**src/sv/kci_pkg.sv**
```systemverilog
// ----------------------------------------------------------------------------
// kci_pkg
// Shared types, constants and arithmetic helpers of the keyframe interpolator.
// ----------------------------------------------------------------------------
package kci_pkg;

	localparam int KEYS       = 64;
	localparam int IDX_W      = $clog2(KEYS);
	localparam int CNT_W      = IDX_W + 1;
	localparam int PW         = 58;
	localparam int AW         = 37;
	localparam int BW         = 21;
	localparam int HW         = 20;
	localparam int DVD_W      = 56;
	localparam int DIV_STEPS  = DVD_W / 2;
	localparam int DCNT_W     = $clog2(DIV_STEPS + 1);

	localparam logic [2:0] METH_CLAMP_LO = 3'd0;
	localparam logic [2:0] METH_CLAMP_HI = 3'd1;
	localparam logic [2:0] METH_HOLD     = 3'd2;
	localparam logic [2:0] METH_LINEAR   = 3'd3;
	localparam logic [2:0] METH_CUBIC    = 3'd4;

	localparam logic [0:0] REG_KEY_COUNT = 1'b0;
	localparam logic [0:0] REG_DIVISOR   = 1'b1;

	localparam int MODE_HOLD   = 0;
	localparam int MODE_LINEAR = 1;

	typedef struct packed {
		logic        [15:0] t;
		logic signed [31:0] v;
		logic signed [31:0] s;
		logic signed [31:0] e;
		logic        [1:0]  mode;
	} row_t;

	typedef enum logic [1:0] {RD_ZERO, RD_LAST, RD_NEXT} rd_sel_t;

	typedef enum logic [2:0] {
		M_UU, M_U2U, M_H00, M_H01, M_H10, M_H11, M_BD, M_LIN
	} mul_sel_t;

	typedef enum logic [2:0] {
		R_NONE, R_LOW, R_HIGH, R_HOLD, R_LIN, R_CUB
	} res_sel_t;

	typedef struct packed {
		logic     wr_en;
		logic     q_ld;
		rd_sel_t  rd_sel;
		logic     prev_ld;
		logic     cur_ld;
		logic     i_clr;
		logic     i_inc;
		logic     div_ld_u;
		logic     div_ld_b;
		mul_sel_t mul_sel;
		logic     u_ld;
		logic     u2_ld;
		logic     u3_ld;
		logic     h_ld;
		logic     acc_ld;
		logic     a_ld;
		logic     b_ld;
		res_sel_t res_sel;
	} cmd_t;

	typedef struct packed {
		logic lo_clamp;
		logic hi_clamp;
		logic cont;
		logic div_busy;
		logic hold;
		logic lin;
	} stat_t;

	function automatic logic signed [PW-1:0] rnd16(input logic signed [PW-1:0] x);
		logic signed [PW-1:0] mag;
		logic signed [PW-1:0] r;
		mag = x[PW-1] ? -x : x;
		r   = (mag + PW'(32768)) >>> 16;
		return x[PW-1] ? -r : r;
	endfunction

	function automatic logic signed [31:0] sat32(input logic signed [PW-1:0] x);
		if (x > PW'(64'sh7FFFFFFF))
			return 32'sh7FFFFFFF;
		else if (x < -PW'(64'sh80000000))
			return 32'sh80000000;
		else
			return x[31:0];
	endfunction

endpackage

```
**src/sv/kci_ctrl.sv**
```systemverilog
// ----------------------------------------------------------------------------
// kci_ctrl
// Sequencer: clamp checks, key search, divides and multiply chain.
// ----------------------------------------------------------------------------
module kci_ctrl import kci_pkg::*; (
	input  logic  clk,
	input  logic  arst_n,
	input  logic  start,
	input  logic  opcode,
	input  stat_t st,
	output cmd_t  cmd,
	output logic  busy,
	output logic  done
);

	typedef enum logic [20:0] {
		S_IDLE  = 21'h000001,
		S_CHK0  = 21'h000002,
		S_CHKN  = 21'h000004,
		S_SRCH  = 21'h000008,
		S_UDIV  = 21'h000010,
		S_LIN1  = 21'h000020,
		S_LIN2  = 21'h000040,
		S_CUB1  = 21'h000080,
		S_CUB2  = 21'h000100,
		S_CUB3  = 21'h000200,
		S_CUB4  = 21'h000400,
		S_CUB5  = 21'h000800,
		S_CUB6  = 21'h001000,
		S_CUB7  = 21'h002000,
		S_CUB8  = 21'h004000,
		S_CUB9  = 21'h008000,
		S_CUB10 = 21'h010000,
		S_CUB11 = 21'h020000,
		S_CUB12 = 21'h040000,
		S_BDIV  = 21'h080000,
		S_FIN   = 21'h100000
	} state_t;

	state_t state_q, state_d;

	always_ff @(posedge clk or negedge arst_n) begin
		if (!arst_n)
			state_q <= S_IDLE;
		else
			state_q <= state_d;
	end

	assign busy = (state_q != S_IDLE);
	assign done = (state_q == S_FIN);

	always_comb begin
		state_d = state_q;
		cmd     = '0;
		cmd.rd_sel  = RD_ZERO;
		cmd.mul_sel = M_UU;
		cmd.res_sel = R_NONE;
		unique case (state_q)
			S_IDLE: begin
				if (start) begin
					cmd.wr_en = !opcode;
					cmd.q_ld  = opcode;
					if (opcode)
						state_d = S_CHK0;
				end
			end
			S_CHK0: begin
				cmd.prev_ld = 1'b1;
				if (st.lo_clamp) begin
					cmd.res_sel = R_LOW;
					state_d = S_FIN;
				end else begin
					cmd.rd_sel = RD_LAST;
					state_d = S_CHKN;
				end
			end
			S_CHKN: begin
				if (st.hi_clamp) begin
					cmd.res_sel = R_HIGH;
					state_d = S_FIN;
				end else begin
					cmd.i_clr  = 1'b1;
					cmd.rd_sel = RD_NEXT;
					state_d = S_SRCH;
				end
			end
			S_SRCH: begin
				if (st.cont) begin
					cmd.prev_ld = 1'b1;
					cmd.i_inc   = 1'b1;
					cmd.rd_sel  = RD_NEXT;
				end else begin
					cmd.cur_ld   = 1'b1;
					cmd.div_ld_u = 1'b1;
					state_d = S_UDIV;
				end
			end
			S_UDIV: begin
				if (!st.div_busy) begin
					cmd.u_ld = 1'b1;
					if (st.hold) begin
						cmd.res_sel = R_HOLD;
						state_d = S_FIN;
					end else if (st.lin)
						state_d = S_LIN1;
					else
						state_d = S_CUB1;
				end
			end
			S_LIN1: begin
				cmd.mul_sel = M_LIN;
				state_d = S_LIN2;
			end
			S_LIN2: begin
				cmd.res_sel = R_LIN;
				state_d = S_FIN;
			end
			S_CUB1: begin
				cmd.mul_sel = M_UU;
				state_d = S_CUB2;
			end
			S_CUB2: begin
				cmd.u2_ld = 1'b1;
				state_d = S_CUB3;
			end
			S_CUB3: begin
				cmd.mul_sel = M_U2U;
				state_d = S_CUB4;
			end
			S_CUB4: begin
				cmd.u3_ld = 1'b1;
				state_d = S_CUB5;
			end
			S_CUB5: begin
				cmd.h_ld = 1'b1;
				state_d = S_CUB6;
			end
			S_CUB6: begin
				cmd.mul_sel = M_H00;
				state_d = S_CUB7;
			end
			S_CUB7: begin
				cmd.acc_ld  = 1'b1;
				cmd.mul_sel = M_H01;
				state_d = S_CUB8;
			end
			S_CUB8: begin
				cmd.a_ld    = 1'b1;
				cmd.mul_sel = M_H10;
				state_d = S_CUB9;
			end
			S_CUB9: begin
				cmd.acc_ld  = 1'b1;
				cmd.mul_sel = M_H11;
				state_d = S_CUB10;
			end
			S_CUB10: begin
				cmd.b_ld = 1'b1;
				state_d = S_CUB11;
			end
			S_CUB11: begin
				cmd.mul_sel = M_BD;
				state_d = S_CUB12;
			end
			S_CUB12: begin
				cmd.div_ld_b = 1'b1;
				state_d = S_BDIV;
			end
			S_BDIV: begin
				if (!st.div_busy) begin
					cmd.res_sel = R_CUB;
					state_d = S_FIN;
				end
			end
			S_FIN: begin
				state_d = S_IDLE;
			end
			default: begin
				state_d = S_IDLE;
			end
		endcase
	end

endmodule

```
**config.mk**
```make
export PLATFORM = sky130hd
export DESIGN_NAME = kci_ctrl
export DESIGN_NICKNAME = d
export VERILOG_FILES = /design/src/sv/kci_pkg.sv /design/src/sv/kci_ctrl.sv
export SDC_FILE = /design/constraint.sdc
export NUM_CORES = 1
export LEC_CHECK = 0
export BUFFER_PORTS_ARGS = -buffer_cell sky130_fd_sc_hd__clkbuf_2
export CORE_ASPECT_RATIO = 1.1
export CORE_MARGIN = 3
export CORE_UTILIZATION = 40
export CTS_CLUSTER_DIAMETER = 100
export DETAILED_ROUTE_END_ITERATION = 8
export SLEW_MARGIN = 20
export SYNTH_ARGS = -nofsm -noshare
export SYNTH_HDL_FRONTEND = slang
export SYNTH_SLANG_ARGS = --single-unit
export TNS_END_PERCENT = 10
```
**constraint.sdc**
```tcl
create_clock -name clk -period 4.5 [get_ports clk]
set_clock_uncertainty 0.1 [all_clocks]
set_input_delay 0.45 -clock clk [delete_from_list [all_inputs] [get_ports clk]]
set_output_delay 0.45 -clock clk [all_outputs]
set_load 0.02 [all_outputs]
```
==> results of run 1 <==
[cell families after synthesis]
| logic type | Yosys count | share of synthesized area [%] |
|---|---|---|
| AND/OR/NAND/NOR | 97 | 43.1 |
| AO/OA/AOI/OAI | 22 | 11.3 |
| multiplexers | 1 | 0.687 |
| flip-flops | 21 | 36.1 |
| XOR/XNOR | 6 | 3.61 |
| buffers and inverters | 16 | 5.15 |
[power breakdown]
part	internal, mW	leakage (nW)	switching (mW)
Combinational	0.0651	0.510	0.112
Clock	0.0332	0.0177	0.0631
Sequential	0.200	0.289	0.0203
Total	0.298	0.817	0.195
[per-layer routing]
metal	part of all wire [%]	routed length, microns
met5	0	0
met4	0.97	33
met3	3.3	113
met2	47	1620
met1	48	1650
[placed cells by master (no fill, tap or decap), drive strengths merged, types with 3 or more instances in the layout]
cell type	synthesis	layout
xor2	4	4
nand4b	3	3
nand2	15	15
o22ai	3	3
nor4	9	9
inv	7	7
nand2b	3	3
o21ai	7	7
nand3	5	5
dfrtp	20	20
nand4	4	4
nor3	6	6
nand3b	3	3
or4	3	3
and4	3	3
nor3b	14	14
nor2	19	19
clkbuf	4	37
[final cells by class]
cell class / instances / share of cell area (%)
well taps: 48 / 3.60
inverters: 7 / 1.58
clock buffers: 3 / 1.35
multi-input cells: 126 / 51.4
flip-flops and latches: 21 / 31.6
repair buffers: 34 / 10.2
clock inverters: 1 / 0.300
[worst register-to-register path: stages, from the launching register on]
cell      delay (ns)
dfrtp_1         0.49
nor4_2          0.48
nand2_1         0.20
nor2_2          0.24
nand4b_1        0.20
or2_2           0.35
a41oi_2         0.16
[metrics by stage]
stage	hold WS [ns]	cells	setup slack (ns)	cell area, sq um	total power, mW
after floorplan	0.0544	163	1.69	1460	0.352
after global placement	0.354	236	1.78	1640	0.400
after detailed placement	0.358	236	1.76	1640	0.402
after CTS	0.00469	240	1.39	1670	0.497
after global routing	0.00998	240	1.25	1670	0.526
final	-0.0223	240	1.39	1670	0.493
[how the worst max path moves through the flow]
stage	endpoint	cells past startpoint
floorplan	cmd[10]	7
global placement	cmd[0]	6
detailed placement	cmd[0]	6
CTS	cmd[0]	6
global route	cmd[0]	6
finish	cmd[0]	6
==> results_dict.tcl, run 1 <==
set metrics [dict create \
    clk_latency_ns 0.32 \
    post-route-min-period_ns 3.11 \
    vias_per_cell 5.43 \
    slew_headroom_pct 64.7 \
    area_growth_syn_to_layout_pct 14.3 \
    final_antenna_net_count 0 \
    met3_usage_pct 2.76 \
    drive_gt1_share_pct 28.1 \
    cts_setup_buffers 0 \
    crit_path_cell_trace "nor4_4, nand4_2, or4_4, o21a_1, o21ai_1, clkbuf_2" \
    rsz0062_at_grt "no" \
    yosysMostFrequentCell "dfrtp_1" \
    cts_htree_levels 1 \
    antenna_cells 0 \
    synthArstFlopShare_pct 100 \
    ir_worst_vdd_mv 0.133 \
    cp-end-kind "primary output" \
    crit_type "flip-flop to primary output" \
    largest_reg_flops 21 \
    tritoncts "done" \
    critPathTopFamily "simple AND/OR/NAND/NOR gates" \
    final-setup-viol-count 0 \
    grt_max_degree 22 \
    syn-cell-area_sq_mm 0.00146 \
    tightestPinTransition_ns 0.529 \
    die_w_microns 63.6 \
    drt-total-wl_microns 3410 \
    num-fill-cells 377 \
    cp.arrival_ns 2.56 \
    violations "hold timing" \
    slew_violations 0 \
    r2r_slack_ns 2.20 \
    reg_top3 "state_q x21" \
    dieHeight_microns 69.3 \
    firstDrtPassIters 4 \
    grt_pass1_wl_microns 5670 \
    holdWs_ns -0.0223 \
    ctsHoldBuffers 0 \
    dieArea_sq_mm 0.00441 \
    ys_seq_area_share_pct 36.1 \
    numCtsBuffers 3 \
    grt-ovfl-total 0 \
    critPathLaunchType "flip-flop" \
    power.density_mw_per_mm2 296 \
    cts.sinks 21 \
    synth_common_cells "dfrtp_1 (20), nor2_1 (18), nand2_1 (14), nor3b_1 (14), inv_1 (7)" \
    synth_nets 173 \
    layout.nets 203 \
    slowest_stage "or4_4" \
    rows 22 \
    worst-path-buf-inv 1 \
    ys.flop_type "dfrtp_1" \
    syn_area_per_cell_sq_um 8.94 \
    cp.required_ns 3.95 \
    seq_area_sq_um 527 \
    met1_usage_pct 21.1 \
    first_global_vias 1238 \
    cts.clk_slew.worst_paths_ns 0.14 \
    ctsRootBufferMaster "clkbuf_4" \
    synthCells 163 \
    dpl.hpwl_microns 2680 \
    drc 0 \
    status "finished with violations" \
    yosysWarningCount 0 \
    vias 1303 \
    synth-edff-count 0 \
    top_register "state_q" \
    synth_cell_types 48 \
    multi_input_area_sq_um 856 \
    hold_class "input pin to async pin" \
    tns_ns 0 \
    synth_seq_cells 21 \
    critical_path.max_fanout 9 \
    core-area_sq_mm 0.00341 \
    rr_worst_depth 6 \
    maxCapViolCount 0 \
    place_congestion 0.886 \
    top_usage_layer "met2" \
    fin_crit_sh_pct 69.1 \
    crit_start "state_q[3]$_DFFE_PN0P_" \
    fmax_mhz 322 \
    synthTopCellsByArea "dfrtp_1 (34%), nor3b_1 (7.2%), nor2_1 (4.6%)" \
    fin_util_pct 48.8 \
    r2r_start "state_q[4]$_DFFE_PN0P_" \
    clockBufferDepth 2 \
    leakagePower_nw 0.817 \
    met2_usage_pct 26.1 \
    max_stage_delay_ns 0.59 \
    io_buffers 34 \
    ctsResizeCount 0 \
    io_pins 35 \
    initial_utilization_pct 42.7 \
    finalHoldViolations 12 \
    antenna_found_initial 0 \
    wire_per_inst_microns 14.2 \
    yosysTopAreaCell "dfrtp_1" \
    drtIter0Drc 74 \
    worstReg2RegEnd "state_q[20]$_DFFE_PN0P_" \
    track_usage_pct 15.8 \
    yosys.area.top_type_share_pct 34.3 \
]
Note: power is estimated with default switching activity, not from simulation.
==> run 2, diff against run 1 <==
ABC_AREA = 1   (was not set)
clock period = 3.2 ns   (was 4.5 ns; I/O delays follow)
==> run 2 against run 1 <==
Compared with the run above:
- the run now ends clean
- final cell count increased by 21%
- cell area increased by 2.3%
- highest routed layer unchanged
- via count increased by 3.5%
- setup slack got worse by 0.58 ns
- largest cell class unchanged
- non-clock buffer count increased by 1
==> results_dict.tcl, run 2 <==
set metrics [dict create \
    cts.clk_slew.worst_paths_ns 0.11 \
    synthCells 204 \
    initial_utilization_pct 42.3 \
    top_register "state_q" \
    ctsRootBufferMaster "clkbuf_4" \
    area_growth_syn_to_layout_pct 17.9 \
    slowest_stage "dfrtp_1" \
    place_congestion 0.751 \
    critical_path.max_fanout 6 \
    cp-end-kind "primary output" \
    final_antenna_net_count 0 \
    combPwrFrac_pct 36.7 \
    wl_met2_microns 1440 \
    clockBufferDepth 2 \
    largest_reg_flops 21 \
    critPathLaunchType "flip-flop" \
    firstDrtPassIters 5 \
    crit_type "flip-flop to primary output" \
    met1Wirelength_microns 1500 \
    cts_setup_buffers 0 \
    yosysMostFrequentCell "nor2_1" \
    worst_slack_ns 0.815 \
    r2r_start "state_q[9]$_DFFE_PN0P_" \
    fin_crit_sh_pct 74.5 \
    die_w_microns 63.3 \
    place_area_sq_mm 0.00167 \
    crit_start "state_q[3]$_DFFE_PN0P_" \
    antenna_found_initial 0 \
    grt_pass1_wl_microns 5420 \
    synth_seq_cells 21 \
    p_int_uw 407 \
    cp.arrival_ns 1.97 \
    holdWs_ns 0.0747 \
    layout.nets 253 \
    cts.sinks 21 \
    ir_worst_vdd_mv 0.158 \
    synth_cell_types 25 \
    clkPwrFrac_pct 19.4 \
    vias_per_cell 4.65 \
    cp.required_ns 2.78 \
    track_usage_pct 15.2 \
    synth_nets 214 \
    min_from "st[0]" \
    power_switching_uw 258 \
    postLayoutCellArea_sq_mm 0.00170 \
    fin_util_pct 49.9 \
    ys_seq_area_share_pct 36.5 \
    io_buffers 34 \
    synth-edff-count 0 \
    yosys.area.top_type_share_pct 34.6 \
    rows 22 \
    first_global_vias 1263 \
    top_layer "met4" \
    syn-cell-area_sq_mm 0.00145 \
    final-setup-viol-count 0 \
    layout_common_cells "nor2_1 (38), clkbuf_2 (34), inv_1 (32)" \
    dpl.hpwl_microns 2510 \
    tritoncts "done" \
    grt_max_degree 22 \
    tns_ns 0 \
    pwr-share-seq_pct 43.9 \
    ys.flop_type "dfrtp_1" \
    crit_path_cell_trace "nor2_2, nand2_2, nor2_8, nand3_1, or2_1, o211ai_1, clkbuf_2" \
    reg_top3 "state_q x21" \
    drtIter0Drc 24 \
    core-area_sq_mm 0.00341 \
    dieArea_sq_mm 0.00437 \
    place_ws_ns 1.17 \
    vias 1348 \
    clk_latency_ns 0.30 \
    slew_headroom_pct 63.4 \
    grt-ovfl-total 0 \
    slew_violations 0 \
    dieHeight_microns 69.0 \
    tightestPinTransition_ns 0.549 \
    fmax_mhz 419 \
    wire_per_inst_microns 10.6 \
    status "complete, no violations" \
    drive_gt1_share_pct 28.5 \
    maxCapViolCount 0 \
    leakagePower_nw 1.01 \
    rsz0062_at_grt "no" \
    yosysTopAreaCell "dfrtp_1" \
    io_pins 35 \
    post-route-min-period_ns 2.39 \
    yosysWarningCount 0 \
    final_common_cell "nor2_1" \
    numCtsBuffers 3 \
    synth_common_cells "nor2_1 (38), inv_1 (32), nand2_1 (29)" \
    syn_area_per_cell_sq_um 7.08 \
    power.density_mw_per_mm2 390 \
    drc 0 \
    hold_class "input pin to flip-flop" \
    synthTopCellsByArea "dfrtp_1 (35%), nor2_1 (9.9%), inv_1 (8.3%)" \
    antenna_cells 0 \
    swShare_pct 38.7 \
    max_stage_delay_ns 0.41 \
    synthArstFlopShare_pct 100 \
    wl_met3_microns 118 \
    drt-total-wl_microns 3080 \
    cts_htree_levels 1 \
    finalHoldViolations 0 \
]
## run 2: changes by cell type after synthesis, moves of 4 or more
cell,delta
clkbuf_1,-4
inv_1,+25
nand2_1,+15
nand2_2,+6
nand3_1,+17
nor2_1,+20
nor2_2,+10
nor3_1,+4
nor3b_1,-13
xor2_1,-4
## run 2: final timing paths
| path | depth (start not counted) | slack, ns | end |
|---|---|---|---|
| max reg2reg | 9 | 1.48 | state_q[4]$_DFFE_PN0P_ |
| min in group asynchronous | 2 | 0.41 | state_q[14]$_DFFE_PN0P_ |
| max in group asynchronous | 2 | 2.21 | state_q[0]$_DFFE_PN1P_ |
| min reg2reg | 1 | 0.42 | state_q[17]$_DFFE_PN0P_ |
| max | 7 | 0.81 | cmd[0] |
| min | 2 | 0.07 | state_q[7]$_DFFE_PN0P_ |
## run 2: kinds of logic after synthesis
family / count (synthesis) / synth area share [%]
AND/OR/NAND/NOR: 136 / 49.8
AO/OA/AOI/OAI: 10 / 3.90
buffers and inverters: 37 / 9.87
flip-flops: 21 / 36.5
## run 2: cell type report
cell class | instances | area, sq um
clock buffers | 4 | 26.3
fillers | 392 | 1710
inverters | 36 | 135
multi-input cells | 146 | 776
flip-flops and latches | 21 | 527
well taps | 48 | 60.1
repair buffers | 35 | 180
## run 2: power groups by stage
stage	clock (mW)	sequential (mW)	combinational [mW]
2_1_floorplan	0	0.296	0.185
3_3_place_gp	0	0.297	0.247
3_5_place_dp	0	0.297	0.246
4_1_cts	0.136	0.292	0.249
5_1_grt	0.146	0.295	0.280
6_report	0.129	0.292	0.244
## run 2: stage by stage
step	std cells	power (mW)
floorplan	204	0.481
global placement	285	0.543
detailed placement	285	0.544
CTS	290	0.677
global route	290	0.721
finish	290	0.665
## run 2: metal layers
| layer | track usage, % | vias to the layer above |
|---|---|---|
| li1 | - | 723 |
| met1 | 20.1 | 591 |
| met2 | 25.3 | 32 |
| met3 | 1.79 | 2 |
| met4 | 5.76 | 0 |
| met5 | 0 | - |
## run 2: repair_timing
item                                   4_1_cts  5_1_grt
hold buffers                                 1        0
resized for setup                            0        0
endpoints found under the hold margin       20        0
## run 2: critical path: cells and delay by family, from the launching register on
family,cells,cell delay [ns]
AND/OR/NAND/NOR,5,0.97
flip-flops,1,0.41
buffers and inverters,1,0.19
AO/OA/AOI/OAI,1,0.09
==> run 3, diff against run 2 <==
clock period = 2.1 ns   (was 3.2 ns; I/O delays follow)
==> run 3 against run 2 <==
Compared with the run above:
- the flow now finishes with violations (setup timing)
- routed wire length is 9.6% higher
- sequential share of layout area fell by 5.5 points
- sequential power up 52%
- highest routed layer unchanged
==> results_dict.tcl, run 3 (synthesis gave the netlist of run 2 again) <==
set metrics [dict create \
    core-area_sq_mm 0.00341 \
    place_congestion 0.766 \
    track_usage_pct 16.2 \
    maxCapViolCount 0 \
    rsz0062_at_grt "yes" \
    wire_per_inst_microns 10.9 \
    io_pins 35 \
    numCtsBuffers 3 \
    drtIter0Drc 47 \
    layout.nets 272 \
    hold_class "input pin to flip-flop" \
    grt_max_degree 22 \
    final_antenna_net_count 0 \
    dieArea_sq_mm 0.00437 \
    status "finished with violations" \
    critPathLaunchType "flip-flop" \
    tightestPinTransition_ns 0.523 \
    cp-end-kind "primary output" \
    vias_per_cell 4.68 \
    antenna_cells 0 \
    largest_reg_flops 21 \
    crit_type "flip-flop to primary output" \
    p_total_mw 1.16 \
    reg_top3 "state_q x21" \
    cts_htree_levels 1 \
    ctsRootBufferMaster "clkbuf_4" \
    ir_worst_vdd_mv 0.256 \
    io_buffers 34 \
    worst_slack_ns -0.0417 \
    slew_violations 0 \
    cp.required_ns 1.79 \
    slew_headroom_pct 65.1 \
    critical_path.max_fanout 7 \
    power.density_mw_per_mm2 558 \
    layout_common_cells "nor2_1 (33), buf_4 (30), inv_1 (29)" \
    vias 1445 \
    leakagePower_nw 1.18 \
    firstDrtPassIters 4 \
    cts.clk_slew.worst_paths_ns 0.12 \
    grt_pass1_wl_microns 5730 \
    final-setup-viol-count 6 \
    dieHeight_microns 69.0 \
    drc 0 \
    fin_crit_sh_pct 102 \
    first_global_vias 1347 \
    finalHoldViolations 0 \
    clk_latency_ns 0.31 \
    area_growth_syn_to_layout_pct 43.7 \
    grt-ovfl-total 0 \
    antenna_found_initial 0 \
    fmax_mhz 467 \
    rows 22 \
    drive_gt1_share_pct 40.6 \
    final_common_cell "nor2_1" \
    cts.sinks 21 \
    die_w_microns 63.3 \
    post-route-min-period_ns 2.14 \
    top_register "state_q" \
    drt-total-wl_microns 3380 \
    initial_utilization_pct 42.3 \
    clockBufferDepth 2 \
    violations "setup timing" \
    tritoncts "done" \
    dpl.hpwl_microns 2560 \
    fin_util_pct 60.9 \
    cp.arrival_ns 1.83 \
]
==> run 3: cell type report <==
type / instances / area, sq um
clock buffers: 3 / 22.5
clock inverters: 1 / 5.00
fillers: 339 / 1340
inverters: 36 / 143
multi-input cells: 146 / 937
flip-flops and latches: 21 / 527
well taps: 48 / 60.1
repair buffers: 54 / 383
==> run 3: critical path, stage by stage (launching register included) <==
cell     delay, ns
dfrtp_1       0.43
nor2_4        0.15
nand2_4       0.10
nor2_8        0.22
nand2_4       0.11
nor2_4        0.16
nand2_2       0.10
o21ai_0       0.09
buf_4         0.17
==> run 3: through the flow <==
| stage | setup slack, ns | cells | area [sq um] | setup TNS, ns | hold slack, ns |
|---|---|---|---|---|---|
| after floorplan | 0.115 | 204 | 1450 | 0 | -0.186 |
| after global placement | 0.205 | 287 | 1680 | 0 | 0.117 |
| after detailed placement | 0.212 | 287 | 1680 | 0 | 0.117 |
| after CTS | -0.0271 | 303 | 1910 | -0.161 | 0.00538 |
| after global routing | -0.156 | 309 | 2080 | -1.67 | 0.0223 |
| final | -0.0417 | 309 | 2080 | -0.0938 | 0.0183 |
==> run 3: worst paths after layout <==
kind                                         startpoint                 endpoint  slack [ns]  cells past startpoint
worst max register to register  state_q[15]$_DFFE_PN0P_   state_q[4]$_DFFE_PN0P_        0.40                      8
max in group asynchronous                        arst_n   state_q[0]$_DFFE_PN1P_        1.24                      2
worst min register to register  state_q[17]$_DFFE_PN0P_  state_q[17]$_DFFE_PN0P_        0.45                      1
worst min-delay path                              st[4]   state_q[3]$_DFFE_PN0P_        0.02                      2
worst max-delay path            state_q[15]$_DFFE_PN0P_                  cmd[20]       -0.04                      8
min in group asynchronous                        arst_n   state_q[3]$_DFFE_PN0P_        0.30                      2
==> run 3: what timing repair did <==
| item | CTS | global route |
|---|---|---|
| buffers inserted | 9 | 6 |
| hold endpoints to repair | 22 | 0 |
| pin swaps | 9 | 8 |
| gates resized for setup | 25 | 55 |
| endpoints found under the setup margin | 14 | 20 |
| hold buffers | 3 | 0 |
==> run 3: metal layers <==
layer  part of all wire, %  wire [microns]  GRT usage (%)
met2                    52            1770           28.7
met5                     0               0              0
met1                    43            1460           20.2
met3                   3.1             106           1.47
met4                   1.3              44           5.76
==> run 3: power by group <==
group          leakage (nW)  total, mW  internal [mW]  switching [mW]
registers             0.289      0.445          0.426          0.0183
clock network        0.0177      0.193         0.0711           0.122
logic                 0.869      0.522          0.207           0.314
